## src/hw/rtl/otr_pkg.sv

```systemverilog
package otr_pkg;

  typedef enum logic [1:0] {
    OP_PUSH   = 2'd0,
    OP_SELECT = 2'd1,
    OP_LOOKUP = 2'd2,
    OP_POP    = 2'd3
  } opcode_e;

  typedef enum logic [1:0] {
    ST_EMPTY     = 2'd0,
    ST_OPEN      = 2'd1,
    ST_COMPLETED = 2'd2
  } status_e;

  typedef struct packed {
    opcode_e     opcode;
    logic [15:0] handle;
    logic [31:0] issue_time;
    logic [13:0] source_id;
    logic [7:0]  thread_id;
    logic [31:0] cur_time;
    logic [2:0]  entry_index;
  } cmd_t;

  typedef struct packed {
    logic        ok;
    logic [2:0]  found_index;
    logic [15:0] handle_out;
    logic [31:0] time_out;
    logic        waiting;
  } res_t;

  // Command fields broadcast to every cell.
  typedef struct packed {
    opcode_e     opcode;
    logic [15:0] handle;
    logic [31:0] issue_time;
    logic [13:0] source_id;
    logic [7:0]  thread_id;
  } cell_req_t;

  // Where a cell sits relative to the response and command pointers.
  typedef struct packed {
    logic in_window;
    logic upper;
  } cell_pos_t;

  // Lookup priority carried from cell to cell.
  typedef struct packed {
    logic hi;
    logic lo;
  } chain_t;

  typedef struct packed {
    logic [1:0]  status;
    logic [15:0] handle;
    logic [31:0] issue_time;
  } cell_view_t;

endpackage

```

## src/hw/rtl/outstanding_transaction_ring.sv

```systemverilog
// Outstanding transaction ring: a row of ENTRIES cells, each holding one transaction
// (empty, open or completed), walked by a head, a command and a response pointer.
// An item is taken when start is high and busy is low; the next cycle, with busy
// high, all cells compare in parallel, the response lookup priority ripples along
// the cell chain from the response pointer, and the touched cell is updated. In the
// cycle after that the result is on res_o, marked by done_o for exactly one cycle,
// and a new item may be started in that same cycle. No new item is taken while busy
// is high, so each item is finished before the next is taken. The receiver cannot
// stall: a result that is not taken in its cycle is gone.
module outstanding_transaction_ring #(
  parameter int ENTRIES = 8
) (
  input  logic          clk_i,
  input  logic          rst_ni,
  input  logic          start,
  output logic          busy,
  input  otr_pkg::cmd_t cmd_i,
  output logic          done_o,
  output otr_pkg::res_t res_o
);

  localparam int IW = (ENTRIES > 1) ? $clog2(ENTRIES) : 1;
  localparam int XW = (IW > 3) ? IW : 3;

  typedef enum logic {
    S_IDLE,
    S_EXEC
  } state_e;

  state_e            state_q;
  otr_pkg::cmd_t     cmd_q;
  logic [IW-1:0]     head_q, cmd_ptr_q, rsp_ptr_q;
  logic [IW-1:0]     head_d, cmd_ptr_d, rsp_ptr_d;
  logic              done_q;
  otr_pkg::res_t     res_q, res_d;

  otr_pkg::cell_req_t  req;
  otr_pkg::cell_pos_t  pos  [ENTRIES];
  otr_pkg::chain_t     chain[ENTRIES+1];
  otr_pkg::cell_view_t view [ENTRIES];
  logic [ENTRIES-1:0]  win, tgt, wr;
  logic                any_hi;

  otr_pkg::cell_view_t sel_view;
  logic [IW-1:0]       sel_idx;
  logic [XW-1:0]       sel_idx_x;
  logic                ok;

  function automatic logic [IW-1:0] ring_next(input logic [IW-1:0] p);
    return (p == IW'(ENTRIES - 1)) ? '0 : p + 1'b1;
  endfunction

  assign busy = (state_q == S_EXEC);

  assign req.opcode     = cmd_q.opcode;
  assign req.handle     = cmd_q.handle;
  assign req.issue_time = cmd_q.issue_time;
  assign req.source_id  = cmd_q.source_id;
  assign req.thread_id  = cmd_q.thread_id;

  assign chain[0] = '0;
  assign any_hi   = chain[ENTRIES].hi;

  for (genvar i = 0; i < ENTRIES; i++) begin : g_cell
    // The search window runs from the response pointer up to the command pointer,
    // and covers the whole ring when the two are equal.
    always_comb begin
      pos[i].upper = (IW'(i) >= rsp_ptr_q);
      if (rsp_ptr_q == cmd_ptr_q) begin
        pos[i].in_window = 1'b1;
      end else if (rsp_ptr_q < cmd_ptr_q) begin
        pos[i].in_window = (IW'(i) >= rsp_ptr_q) && (IW'(i) < cmd_ptr_q);
      end else begin
        pos[i].in_window = (IW'(i) >= rsp_ptr_q) || (IW'(i) < cmd_ptr_q);
      end
    end

    always_comb begin
      case (cmd_q.opcode)
        otr_pkg::OP_PUSH:   tgt[i] = (IW'(i) == head_q);
        otr_pkg::OP_SELECT: tgt[i] = (IW'(i) == cmd_ptr_q);
        otr_pkg::OP_LOOKUP: tgt[i] = win[i];
        otr_pkg::OP_POP:    tgt[i] = (int'(cmd_q.entry_index) == i);
        default:            tgt[i] = 1'b0;
      endcase
    end

    assign wr[i] = (state_q == S_EXEC) && ok && tgt[i];

    otr_cell u_cell (
      .clk_i    (clk_i),
      .rst_ni   (rst_ni),
      .req_i    (req),
      .pos_i    (pos[i]),
      .any_hi_i (any_hi),
      .write_i  (wr[i]),
      .chain_i  (chain[i]),
      .chain_o  (chain[i+1]),
      .win_o    (win[i]),
      .view_o   (view[i])
    );
  end

  always_comb begin
    sel_view = '0;
    sel_idx  = '0;
    for (int i = 0; i < ENTRIES; i++) begin
      if (tgt[i]) begin
        sel_view = sel_view | view[i];
        sel_idx  = sel_idx | IW'(i);
      end
    end
  end

  assign sel_idx_x = XW'(sel_idx);

  always_comb begin
    case (cmd_q.opcode)
      otr_pkg::OP_PUSH:   ok = (|tgt) && (sel_view.status == otr_pkg::ST_EMPTY);
      otr_pkg::OP_SELECT: ok = (sel_view.status == otr_pkg::ST_OPEN) &&
                               (sel_view.issue_time <= cmd_q.cur_time);
      otr_pkg::OP_LOOKUP: ok = |win;
      otr_pkg::OP_POP:    ok = (|tgt) && (sel_view.status == otr_pkg::ST_COMPLETED);
      default:            ok = 1'b0;
    endcase
  end

  always_comb begin
    head_d    = head_q;
    cmd_ptr_d = cmd_ptr_q;
    rsp_ptr_d = rsp_ptr_q;
    if (ok && (cmd_q.opcode == otr_pkg::OP_PUSH)) begin
      head_d = ring_next(head_q);
    end
    if (ok && (cmd_q.opcode == otr_pkg::OP_SELECT)) begin
      cmd_ptr_d = ring_next(cmd_ptr_q);
    end
    // Only an in-order response moves the response pointer.
    if (ok && (cmd_q.opcode == otr_pkg::OP_LOOKUP) && (sel_idx == rsp_ptr_q)) begin
      rsp_ptr_d = ring_next(rsp_ptr_q);
    end

    res_d             = '0;
    res_d.ok          = ok;
    res_d.waiting     = (rsp_ptr_d != cmd_ptr_d);
    if (ok) begin
      res_d.found_index = sel_idx_x[2:0];
      if (cmd_q.opcode == otr_pkg::OP_PUSH) begin
        res_d.handle_out = cmd_q.handle;
        res_d.time_out   = cmd_q.issue_time;
      end else begin
        res_d.handle_out = sel_view.handle;
        res_d.time_out   = sel_view.issue_time;
      end
    end
  end

  always_ff @(posedge clk_i or negedge rst_ni) begin
    if (!rst_ni) begin
      state_q   <= S_IDLE;
      cmd_q     <= '0;
      head_q    <= '0;
      cmd_ptr_q <= '0;
      rsp_ptr_q <= '0;
      done_q    <= 1'b0;
      res_q     <= '0;
    end else begin
      done_q <= (state_q == S_EXEC);
      case (state_q)
        S_IDLE: begin
          if (start) begin
            cmd_q   <= cmd_i;
            state_q <= S_EXEC;
          end
        end
        S_EXEC: begin
          head_q    <= head_d;
          cmd_ptr_q <= cmd_ptr_d;
          rsp_ptr_q <= rsp_ptr_d;
          res_q     <= res_d;
          state_q   <= S_IDLE;
        end
        default: state_q <= S_IDLE;
      endcase
    end
  end

  assign done_o = done_q;
  assign res_o  = res_q;

`ifndef SYNTHESIS
  a_exec_gives_result : assert property (@(posedge clk_i) disable iff (!rst_ni)
    busy |=> done_o)
    else $error("execute cycle produced no result");

  a_start_enters_exec : assert property (@(posedge clk_i) disable iff (!rst_ni)
    (start && !busy) |=> busy)
    else $error("accepted item did not enter execution");

  a_single_winner : assert property (@(posedge clk_i) disable iff (!rst_ni)
    $onehot0(win))
    else $error("lookup selected more than one entry");

  a_fail_is_zero : assert property (@(posedge clk_i) disable iff (!rst_ni)
    (done_o && !res_o.ok) |-> (res_o.found_index == 3'd0 && res_o.handle_out == 16'd0 &&
                               res_o.time_out == 32'd0))
    else $error("failed operation reported entry data");
`endif

endmodule

```

## src/hw/rtl/otr_cell.sv

```systemverilog
module otr_cell (
  input  logic               clk_i,
  input  logic               rst_ni,
  input  otr_pkg::cell_req_t req_i,
  input  otr_pkg::cell_pos_t pos_i,
  input  logic               any_hi_i,
  input  logic               write_i,
  input  otr_pkg::chain_t    chain_i,
  output otr_pkg::chain_t    chain_o,
  output logic               win_o,
  output otr_pkg::cell_view_t view_o
);

  otr_pkg::status_e status_q;
  logic [15:0]      handle_q;
  logic [31:0]      time_q;
  logic [13:0]      source_q;
  logic [7:0]       thread_q;
  logic             hit;

  assign hit = (status_q == otr_pkg::ST_COMPLETED) && (source_q == req_i.source_id) &&
               (thread_q == req_i.thread_id) && pos_i.in_window;

  // Cells at or above the response pointer are searched first, lowest index first;
  // the cells below it only win when no upper cell matched.
  assign chain_o.hi = chain_i.hi | (hit & pos_i.upper);
  assign chain_o.lo = chain_i.lo | (hit & ~pos_i.upper);
  assign win_o      = hit & (pos_i.upper ? ~chain_i.hi : (~any_hi_i & ~chain_i.lo));

  assign view_o.status     = status_q;
  assign view_o.handle     = handle_q;
  assign view_o.issue_time = time_q;

  always_ff @(posedge clk_i or negedge rst_ni) begin
    if (!rst_ni) begin
      status_q <= otr_pkg::ST_EMPTY;
    end else if (write_i) begin
      case (req_i.opcode)
        otr_pkg::OP_PUSH:   status_q <= otr_pkg::ST_OPEN;
        otr_pkg::OP_SELECT: status_q <= otr_pkg::ST_COMPLETED;
        otr_pkg::OP_POP:    status_q <= otr_pkg::ST_EMPTY;
        default:            status_q <= status_q;
      endcase
    end
  end

  always_ff @(posedge clk_i) begin
    if (write_i && (req_i.opcode == otr_pkg::OP_PUSH)) begin
      handle_q <= req_i.handle;
      time_q   <= req_i.issue_time;
      source_q <= req_i.source_id;
      thread_q <= req_i.thread_id;
    end
  end

endmodule
```

## config.mk

```make
export PLATFORM = sky130hd
export DESIGN_NAME = outstanding_transaction_ring
export DESIGN_NICKNAME = d
export VERILOG_FILES = /design/src/hw/rtl/otr_pkg.sv /design/src/hw/rtl/outstanding_transaction_ring.sv /design/src/hw/rtl/otr_cell.sv
export SDC_FILE = /design/constraint.sdc
export NUM_CORES = 1
export LEC_CHECK = 0
export BUFFER_PORTS_ARGS = -buffer_cell sky130_fd_sc_hd__buf_4
export CORE_ASPECT_RATIO = 1.2
export CORE_UTILIZATION = 50
export DETAILED_ROUTE_END_ITERATION = 10
export PLACE_DENSITY = 0.67
export SLEW_MARGIN = 20
export SYNTH_ARGS = -nofsm -noshare
export SYNTH_HDL_FRONTEND = slang
export SYNTH_HIERARCHICAL = 1
export SYNTH_SLANG_ARGS = --single-unit
export TNS_END_PERCENT = 50
```

## constraint.sdc

```tcl
create_clock -name clk_i -period 15.1 [get_ports clk_i]
set_input_delay 3.02 -clock clk_i [delete_from_list [all_inputs] [get_ports clk_i]]
set_output_delay 3.02 -clock clk_i [all_outputs]
set_load 0.02 [all_outputs]
```

-- Word-level counts from Yosys, hierarchy flattened
Index checks and enable logic that the tools add are counted.
- bits of input ports: 110
- flip-flop bits (word level): 747
- word-level logic and storage cells: 347
- $add $sub $neg: 3
- multiplexer cells: 58
- bitwise operators: 73
- equal/unequal tests: 56
- reductions and logical operators: 82
- $lt $le $gt $ge: 18
- operators by type and width (kind ; number):
    50-bit 2-to-1 mux ; 8
    50-bit bitwise OR ; 7
    14-bit == test ; 8
    8-bit == test ; 8
    1-bit logical AND ; 56
    51-bit 2-to-1 mux ; 1
    48-bit 2-to-1 mux ; 1
    1-bit one-hot mux with 4 select lines ; 9
    32-bit <= comparator ; 1
    1-bit bitwise AND ; 30
    3-bit 2-to-1 mux ; 9
    1-bit 2-to-1 mux ; 26
    3-bit == test, first input constant ; 8
    1-bit inverter ; 23
    2-bit == test, second input constant ; 11
    3-bit == test, second input constant ; 7
    2-bit AND reduction ; 10
    8-bit OR reduction ; 2
    1-bit bitwise OR ; 13
    2-bit by 3-bit == test with 1-bit output, first input constant ; 4
    3-bit >= comparator, first input constant ; 4
    3-bit less-than comparator, first input constant ; 4
    3-bit by 1-bit adder with 3-bit output, second input constant ; 3
    3-bit zero test ; 3
    other kinds (17) ; 34

-- Longest topological paths before layout
Gate-level depths: netlist of run 1.
- depth after elaboration: 39
- mapped depth: 50

-- By module
The synthesis of run 1 kept the hierarchy.
- modules (own cells, without submodules) (module ; area each (µm²) ; instances ; sequential area each (µm²) ; cells an instance):
    otr_cell ; 2481.1 ; 8 ; 2152.1 ; 117
    outstanding_transaction_ring ; 10642.7 ; 1 ; 4279.1 ; 1084

-- Least setup slack after synthesis of run 1
Ideal clock, no wire load.
- path kind: reg-to-reg
- start point: reg cmd_ptr_q[1]
- end point: reg g_cell[1].u_cell.handle_q[0], enable pin
- stages on the path, launching flop included: 50
- setup slack: 4.142 ns
- setup time: 0.506 ns
- arrival: 10.453 ns
- clock period less this slack: 10.958 ns
- path buffers: 6
- required time: 14.594 ns
- cells stage by stage: dfrtp_1 buf_2 inv_1 ha_1 a21o_1 a21oi_1 clkbuf_1 nor3_1 o41ai_1 nand2_1 nand3_1 or4_4 o41ai_1 inv_1 o41ai_1 inv_1 o41ai_1 inv_1 (+14 left out) clkbuf_1 clkbuf_1 clkbuf_1 a22oi_1 nand3_1 ha_1 a21o_1 nand3_1 a21oi_1 o311ai_0 and4_1 o2111ai_1 a21o_1 buf_2 nor2_2 and2_1 nor2b_1 nor2b_1
- RTL lines (element ; line ; text):
    from (decl) ; outstanding_transaction_ring.sv:32 ; logic [IW-1:0] head_q, cmd_ptr_q, rsp_ptr_q;
    from (signal assigned) ; outstanding_transaction_ring.sv:178 ; cmd_ptr_q <= cmd_ptr_d;
    to (signal assigned) ; otr_cell.sv:49 ; handle_q <= req_i.handle;
    to (decl) ; otr_cell.sv:15 ; logic [15:0] handle_q;

==> results of run 1 <==
## per-layer routing
| metal | global-route usage (%) | share of wire, % |
|---|---|---|
| met1 | 32.6 | 41 |
| met2 | 40.1 | 50 |
| met5 | 0 | 0 |
| met3 | 3.15 | 6.6 |
| met4 | 9.03 | 2.9 |
## registers in the layout, summed over array words and instances (netlist names)
register                count
g_cell.u_cell/time_q      256
g_cell.u_cell/handle_q    128
g_cell.u_cell/source_q    112
cmd_q                     107
g_cell.u_cell/thread_q     64
res_o                      53
g_cell.u_cell/status_q     16
cmd_ptr_q                   3
head_q                      3
rsp_ptr_q                   3
busy                        1
done_o                      1
## through the flow
stage / setup WS (ps) / util, % / hold slack, ps / area [um2] / power, mW
after floorplan: 4140 / - / 486 / 30500 / 3.34
after global placement: 4400 / 54.8 / 474 / 32800 / 3.80
after detailed placement: 4100 / 54.8 / 474 / 32800 / 3.83
after CTS: 4070 / 59.1 / 498 / 35400 / 5.76
after global routing: 3320 / 59.2 / 509 / 35500 / 5.96
final: 3990 / 59.2 / 497 / 35500 / 5.72
## power by group through the flow
stage / clock (mW) / combinational [mW] / sequential (mW)
after floorplan: 0 / 0.677 / 2.66
after global placement: 0 / 1.15 / 2.65
after detailed placement: 0 / 1.17 / 2.66
after CTS: 1.95 / 1.18 / 2.62
after global routing: 2.03 / 1.28 / 2.64
final: 1.92 / 1.18 / 2.62
## final cells by class
| cell class | instances | area [um2] |
|---|---|---|
| Timing Repair Buffer | 205 | 1600 |
| Clock inverter | 48 | 526 |
| Clock buffer | 93 | 2060 |
| Tap cell | 800 | 1000 |
| Inverter | 98 | 368 |
| Sequential cell | 747 | 21500 |
| Fill cell | 4565 | 24500 |
| Multi-Input combinational cell | 1083 | 8440 |
## worst max path at each step
stage / to / slack, ps / cells past startpoint
6_report: g_cell[3].u_cell/time_q[24] / 3990 / 45
5_1_grt: g_cell[3].u_cell/time_q[24] / 3320 / 44
4_1_cts: g_cell[3].u_cell/time_q[24] / 4070 / 45
3_5_place_dp: g_cell[3].u_cell/time_q[24] / 4100 / 45
3_3_place_gp: g_cell[1].u_cell/time_q[19] / 4400 / 45
2_1_floorplan: g_cell[1].u_cell/handle_q[0] / 4140 / 49
==> run metrics, run 1 <==
global route total overflow 0; CP Capture Type register; setup TNS 0 ps; fraction of layout cells with a size suffix above 1 a little under a fifth; Critical Path RT 15340 ps; Routed Antenna Nets 0; initial core utilization between 50 and 60%; commonest non-fill, non-tap cell in the layout edfxtp_1; CTS tree done; first-pass GRT wire length roughly 110000 um; Sequential Power Share around 46%; CTS Buffer Depth 3; Post-Syn Area around 30000 um2; hold depth 1; Worst Path Max Fanout 40; # clock sinks 747; Synth Area per Inst roughly 15 um2; PortBufs 164; synthesized instance count roughly 2000; via count of the first global-routing pass between 15000 and 20000; WL final ~73000 um; Layout Cells excl Fill between 3000 and 4000; slew margin rel. 24.2%; DR DRC count 0; CTS Root Cell clkbuf_16; # H-tree levels 3; hpwl dp between 40000 and 50000 um; Reg-to-Reg End g_cell[3].u_cell/time_q[24]; Post-CTS Resized 0; final setup fails 0; Top-Level Pins approximately 170; die area ~62000 um2; Slew Viols, Final 0; Via Count around 18000; antenna violations before repair 0; CP peak stage delay 950 ps; CP startpoint cmd_ptr_q[1]; CP max-delay cell nor2b_4; die width ~230 um; leakage dissipation ~13 nW; clock slew at reported path FFs approximately 60 ps; drt first pass iters 9; clock skew slightly below 30 ps; Sw Share 29.8%; WS Path Type reg -> reg; Arrival @ worst endpoint between 10000 and 15000 ps; Post-CTS Setup Inserts 0; Clock Latency Late Sink roughly 630 ps; r2r setup slk approximately 4000 ps; Final #Nets approximately 2400; worst path bufs/invs 11; peak supply drop 0.130 mV; HP Start res_o[1]; yosys warns 6; Crit path top cell by count o41ai_1; TritonCTS Buffers between 70 and 80; Final Hold Violating Endpoints 0; Max Cap Viol 0; Psw approximately 1.7 mW; DR vias/cell ~5.9; diode count 0; outcome complete, no violations; row count a little under 100; Pint approximately 4.0 mW; routed len/inst 23.8 um; die height ~270 um; Placed Instances approximately 3000; Logic pwr share about 20%; Placer Congestion around 0.92; FF-to-FF path depth 45; max frequency 90.0 MHz; final cycle utilization of the critical path roughly 74%; most frequent cells in the layout 560 x edfxtp_1, 198 x buf_4, 186 x dfrtp_1, 144 x xor2_1, 98 x inv_1; CP delay by family, top simple AND/OR/NAND/NOR gates; RSZ-0062 raised after global routing false; DRT iter0 DRCs between 1500 and 2000; largest net degree at the start of global routing 98; Least-Margin Pin Slew between 1000 and 1500 ps; gr usage total between 20% and 30%; Clock Power Share approximately 34%; post-layout min period 11110 ps; Worst Hold End res_o[1]; cts-stage hold buffer count 0; Hold Crit Class reg -> reg; Critical Path Source Type register; FF-to-FF Start cmd_ptr_q[1]; Synth-to-Final Area Change 16.5%; total power density per cell area 161 nW/um2; Core ar. ~60000 um2
No activity file was read; power rests on OpenSTA's default activity.
==> run 2: changes to the inputs <==
--- a/config.mk
+++ b/config.mk
@@ -5,11 +5,12 @@
 export SDC_FILE = /design/constraint.sdc
 export NUM_CORES = 1
 export LEC_CHECK = 0
+export ABC_AREA = 1
 export BUFFER_PORTS_ARGS = -buffer_cell sky130_fd_sc_hd__buf_4
 export CORE_ASPECT_RATIO = 1.2
 export CORE_UTILIZATION = 50
 export DETAILED_ROUTE_END_ITERATION = 10
-export PLACE_DENSITY = 0.67
+export PLACE_DENSITY = 0.7
 export SLEW_MARGIN = 20
 export SYNTH_ARGS = -nofsm -noshare
 export SYNTH_HDL_FRONTEND = slang
==> constraint.sdc (replaced) <==
create_clock -name clk_i -period 8.98 [get_ports clk_i]
set_input_delay 1.796 -clock clk_i [delete_from_list [all_inputs] [get_ports clk_i]]
set_output_delay 1.796 -clock clk_i [all_outputs]
set_load 0.02 [all_outputs]
==> run 2 against run 1 <==
Net effect: clock skew about the same; sequential power up 66%; total power up 67%; largest cell class unchanged; setup slack worse by 3200 ps; cell area up 4.3%; first-iteration DRC count up 17%; area after synthesis up 5.1%; routed wire length up 11%; die area up 5.1%.
==> run metrics, run 2 <==
Via Count 21946 (+20%); CP Capture Type register; Arrival @ worst endpoint 8530 ps (-2820 ps); Logic pwr share 22.9% (+2.3 points); fraction of layout cells with a size suffix above 1 12.8% (-6.3 points); Clock Latency Late Sink 620 ps (about the same); WL final 81000 um (+11%); row count 101 (+3.1%); Pint 6.52 mW (+62%); initial core utilization 50.6% (-0.23 points); yosys warns 6 (unchanged); largest net degree at the start of global routing 77 (-21%); antenna violations before repair 0 (unchanged); cts-stage hold buffer count 0 (unchanged); Sequential Power Share 45.6% (-0.3 points); CTS tree done; Post-DP Area 34600 um2 (+5.4%); TritonCTS Buffers 72 (-5.3%); RSZ-0062 raised after global routing false; Synth Area per Inst 11.0 um2 (-27%); fin util 58.5% (-0.72 points); slew margin rel. 37.4% (+13 points); Critical Path Source Type register; DR DRC count 0 (unchanged); DRT iter0 DRCs 2039 (+17%); die height 279 um (+2.5%); drt first pass iters 5 (-4); max layer used met4; outcome complete, no violations; Placer Congestion 0.905 (-2.0%); die area 65100 um2 (+5.1%); most frequent cells in the layout 973 x nand2_1, 560 x edfxtp_1, 274 x inv_1, 209 x buf_4, 186 x o21ai_0; via count of the first global-routing pass 21806 (+16%); Synth-to-Final Area Change 15.6%; Slew Viols, Final 0 (unchanged); total power density per cell area 258 nW/um2 (+60%); Critical Path RT 9270 ps (-6070 ps); routed length on met2 39000 um (+7.4%); Least-Margin Pin Slew 939 ps (-196 ps); # clock sinks 747 (unchanged); Metal-1 WL 34000 um (+13%); post-layout min period 8240 ps (-2870 ps); PortBufs 164 (unchanged); Sw Share 31.8% (+1.9 points); leakage dissipation 15.5 nW (+20%); synthesized instance count 2924 (+45%); commonest non-fill, non-tap cell in the layout nand2_1; global route total overflow 0 (unchanged); biggest regs g_cell.u_cell/time_q (256), g_cell.u_cell/handle_q (128), g_cell.u_cell/source_q (112); CP max-delay cell inv_4; CTS Buffer Depth 3 (unchanged); Post-Syn Area 32000 um2 (+5.1%); Biggest register g_cell.u_cell/time_q; DR vias/cell 5.46 (-8.2%); CTS Root Cell clkbuf_16; # H-tree levels 3 (unchanged); WS Path Type reg -> reg; gr usage total 25.2% (+0.99 points); first-pass GRT wire length 124000 um (+10%); Top-Level Pins 165 (unchanged); final setup fails 0 (unchanged); final cycle utilization of the critical path 91.7% (+18 points); CP peak stage delay 540 ps (-410 ps); clock slew at reported path FFs 60 ps (about the same); Routed Antenna Nets 0 (unchanged); hpwl dp 51000 um (+20%); Core ar. 63300 um2 (+5.6%); clock skew 29.0 ps (-0.179 ps); Hold Crit Class reg -> reg; routed len/inst 20.1 um (-16%); Met3 Routed Length 5710 um (+19%); Worst Path Max Fanout 46 (+15%); peak supply drop 0.162 mV (+25%); max frequency 121 MHz (+35%); Max Cap Viol 0 (unchanged); Psw 3.04 mW (+78%); Final Hold Violating Endpoints 0 (unchanged); Clock Power Share 31.5% (-2.1 points); max reg flops 256 (unchanged); Crit path top cell by count nand2_1; diode count 0 (unchanged); Final #Nets 3302 (+39%); post-route cell area 37000 um2 (+4.3%); die width 233 um (+2.5%)
run 2: critical path: cells and delay by family (launching register included):
kind	cells	cell delay, ps
AND/OR/NAND/NOR	36	4350
buffers and inverters	12	1640
AO/OA/AOI/OAI	7	880
flip-flops	1	480
adder cells (fa/ha/maj)	2	460
run 2: worst paths after layout:
| kind | startpoint | slack (ps) | depth (start not counted) | end |
|---|---|---|---|---|
| min in group asynchronous | rst_ni | 1150 | 1 | res_o[42] |
| worst max-delay path | cmd_ptr_q[1] | 740 | 57 | g_cell[5].u_cell/source_q[0] |
| worst min-delay path | res_o[31] | 490 | 2 | res_o[31] |
| worst max register to register | cmd_ptr_q[1] | 740 | 57 | g_cell[5].u_cell/source_q[0] |
| worst min register to register | res_o[31] | 490 | 2 | res_o[31] |
| max in group asynchronous | rst_ni | 6490 | 2 | cmd_ptr_q[2] |
run 2: per-layer routing:
metal  track usage [%]  up-vias
li1                  -    10262
met1              34.2    10687
met2              41.3      830
met3              3.97      167
met4              8.43        0
met5                 0        -
run 2: cell type report:
cell class,instances,area [um2]
timing repair buffer,224,1860
inverter,288,1100
clock buffer,103,2070
tap,824,1030
sequential,747,21500
clock inverter,31,295
multi-input combinational,1806,9170
fill,5029,26300
run 2: metrics by stage:
| stage | hold slack [ps] | power, mW | worst slack (ps) | setup TNS, ps | instances |
|---|---|---|---|---|---|
| after floorplan | 455 | 5.69 | -240 | -50570 | 2927 |
| after global placement | 472 | 6.52 | 645 | 0 | 3887 |
| after detailed placement | 474 | 6.57 | 475 | 0 | 3887 |
| after CTS | 491 | 9.59 | 386 | 0 | 4021 |
| after global routing | 505 | 9.99 | 132 | 0 | 4023 |
| final | 487 | 9.56 | 742 | 0 | 4023 |
run 2: timing repair:
item / in CTS / in global routing
setup buffers: 0 / 2
resized for setup: 0 / 6
endpoints found under the hold margin: 0 / 0
setup endpoints to repair: 0 / 561
run 2: power groups by stage:
stage / Sequential (mW) / Clock (mW) / Combinational [mW]
finish: 4.36 / 3.02 / 2.19
global route: 4.39 / 3.18 / 2.41
floorplan: 4.45 / 0 / 1.24
CTS: 4.36 / 3.07 / 2.16
detailed placement: 4.42 / 0 / 2.15
global placement: 4.41 / 0 / 2.10
==> run 3: changes to the inputs <==
--- a/config.mk
+++ b/config.mk
@@ -10,7 +10,7 @@
 export CORE_ASPECT_RATIO = 1.2
 export CORE_UTILIZATION = 50
 export DETAILED_ROUTE_END_ITERATION = 10
-export PLACE_DENSITY = 0.7
+export PLACE_DENSITY = 0.8
 export SLEW_MARGIN = 20
 export SYNTH_ARGS = -nofsm -noshare
 export SYNTH_HDL_FRONTEND = slang
==> run 3 against run 2 <==
Net effect: sequential power hardly changed; sequential share of layout area is 0.28 points higher; core utilization is 0.28 points lower; count of clock-buffer cells in the layout is 5 lower; global-route usage is 0.46 points lower; total power is 1.1% lower; setup slack worse by 6.5 ps; flip-flop and latch count stayed put; worst hold slack worse by 1.4 ps; critical endpoint is now g_cell[6].u_cell/time_q[14]; largest power group unchanged.
==> run metrics, run 3 (synthesis gave the netlist of run 2 again) <==
CTS Buffer Depth 3 (unchanged); Routed Antenna Nets 0 (unchanged); row count 101 (unchanged); Biggest register g_cell.u_cell/time_q; Worst Hold End res_o[43]; gr usage total 24.7% (-0.46 points); Synth-to-Final Area Change 15.0%; leakage dissipation 15.4 nW (-0.63%); Final Hold Violating Endpoints 0 (unchanged); die width 233 um (unchanged); antenna violations before repair 0 (unchanged); total power density per cell area 257 nW/um2 (-0.60%); largest net degree at the start of global routing 84 (+9.1%); max reg flops 256 (unchanged); WL final 79900 um (-1.4%); most frequent cells in the layout 973 x nand2_1, 560 x edfxtp_1, 273 x inv_1, 200 x buf_4, 187 x dfrtp_1; # H-tree levels 3 (unchanged); initial core utilization 50.6% (unchanged); Worst Path Max Fanout 35 (-24%); die area 65100 um2 (unchanged); total power 9.46 mW (-1.1%); TritonCTS Buffers 71 (-1.4%); first-pass GRT wire length 122000 um (-1.5%); CP max-delay cell dfrtp_1; drt first pass iters 7 (+2); final setup fails 0 (unchanged); Slew Viols, Final 0 (unchanged); post-route cell area 36800 um2 (-0.49%); hold depth 2 (unchanged); RSZ-0062 raised after global routing false; slew margin rel. 34.3% (-3.1 points); clock skew 29.3 ps (+0.337 ps); global route total overflow 0 (unchanged); Arrival @ worst endpoint 8500 ps (-30 ps); Hold Crit Class reg -> reg; CP peak stage delay 500 ps (-40 ps); Crit path top cell by count nand2_1; Via Count 22293 (+1.6%); setup TNS 0 ps (unchanged); commonest non-fill, non-tap cell in the layout nand2_1; CTS Root Cell clkbuf_16; Placer Congestion 0.949 (+4.9%); diode count 0 (unchanged); clock slew at reported path FFs 70 ps (about the same); peak supply drop 0.187 mV (+15%); final cycle utilization of the critical path 91.8% (about the same); biggest regs g_cell.u_cell/time_q (256), g_cell.u_cell/handle_q (128), g_cell.u_cell/source_q (112); post-layout min period 8240 ps (+6.48 ps); cts-stage hold buffer count 0 (unchanged); Critical Path RT 9240 ps (-30 ps); Max Cap Viol 0 (unchanged); max frequency 121 MHz (about the same); Post-DP Area 34500 um2 (-0.35%); WS Path Type reg -> reg; Top-Level Pins 165 (unchanged); FF-to-FF Start cmd_ptr_q[1]; Critical Path Source Type register; FF-to-FF path depth 58 (+1.8%); DR vias/cell 5.56 (+1.9%); Least-Margin Pin Slew 986 ps (+47.0 ps); via count of the first global-routing pass 21655 (-0.69%); Reg-to-Reg End g_cell[6].u_cell/time_q[14]; DRT iter0 DRCs 2183 (+7.1%); Final #Nets 3294 (-0.24%); fraction of layout cells with a size suffix above 1 12.5% (-0.27 points); PortBufs 164 (unchanged); Fill cells 4844 (-3.7%); Core ar. 63300 um2 (unchanged); CTS tree done; outcome complete, no violations; hpwl dp 49500 um (-2.9%); r2r setup slk 740 ps (about the same); routed len/inst 19.9 um (-1.1%); DR DRC count 0 (unchanged); die height 279 um (unchanged); Clock Latency Late Sink 630 ps (about the same); HP Start res_o[43]; CP Capture Type register; # clock sinks 747 (unchanged)
## run 3: cell count changes in the layout (fill, tap and decap cells not counted), sizes merged
cell      change
buf           -8
clkbuf        -5
clkinv        +2
clkinvlp      +2
inv           -2
bufinv        -1
## run 3: area by class of cell
type	instances	area [um2]	share of cell area [%]
sequential	747	21500	58.3
multi-input combinational	1806	9170	24.9
clock buffer	98	2020	5.49
timing repair buffer	216	1750	4.76
inverter	288	1100	3.00
tap	824	1030	2.80
clock inverter	31	258	0.700
timing repair inverter	1	5.00	0.0136
## run 3: power by group
group / internal, mW / switching, mW
combinational: 0.751 / 1.41
clock: 1.65 / 1.27
sequential: 4.05 / 0.327
## run 3: per-stage QoR
stage,setup slack [ps],std cells,hold slack (ps),util [%]
final,736,4011,485,58.2
after global routing,83.8,4011,509,58.2
after CTS,420,4010,490,58.1
after detailed placement,538,3881,471,54.5
after global placement,598,3881,472,54.5
after floorplan,-240,2927,455,-
## run 3: repair_timing
item | CTS | global route
resized for setup | 0 | 17
setup buffers | 0 | 0
endpoints found under the setup margin | 0 | 564
endpoints found under the hold margin | 0 | 0
## run 3: worst max-delay path: cells and delay by family, from the launching register on
family	cells	cell delay, ps
and+or+nand+nor	36	3890
buffers and inverters	13	1960
AOI/OAI and AO/OA	7	910
adders and majority gates	2	520
DFF	1	500
## run 3: layer usage
metal	up-vias	part of all wire, %	GRT usage (%)
met3	192	7.7	3.64
met5	-	0	0
li1	10258	-	-
met1	10757	39	31.9
met4	0	3.9	11.0
met2	1086	49	41.3
## run 3: how the worst max path moves through the flow
stage	start	end	slack, ps	cells after the start
after detailed placement	cmd_ptr_q[2]	g_cell[1].u_cell/source_q[9]	540	56
final	cmd_ptr_q[1]	g_cell[6].u_cell/time_q[14]	740	58
after global placement	cmd_ptr_q[2]	g_cell[5].u_cell/thread_q[7]	600	56
after floorplan	cmd_ptr_q[1]	g_cell[6].u_cell/handle_q[0]	-240	58
after global routing	cmd_ptr_q[1]	g_cell[1].u_cell/thread_q[1]	80	58
after CTS	cmd_ptr_q[2]	g_cell[6].u_cell/time_q[11]	420	56
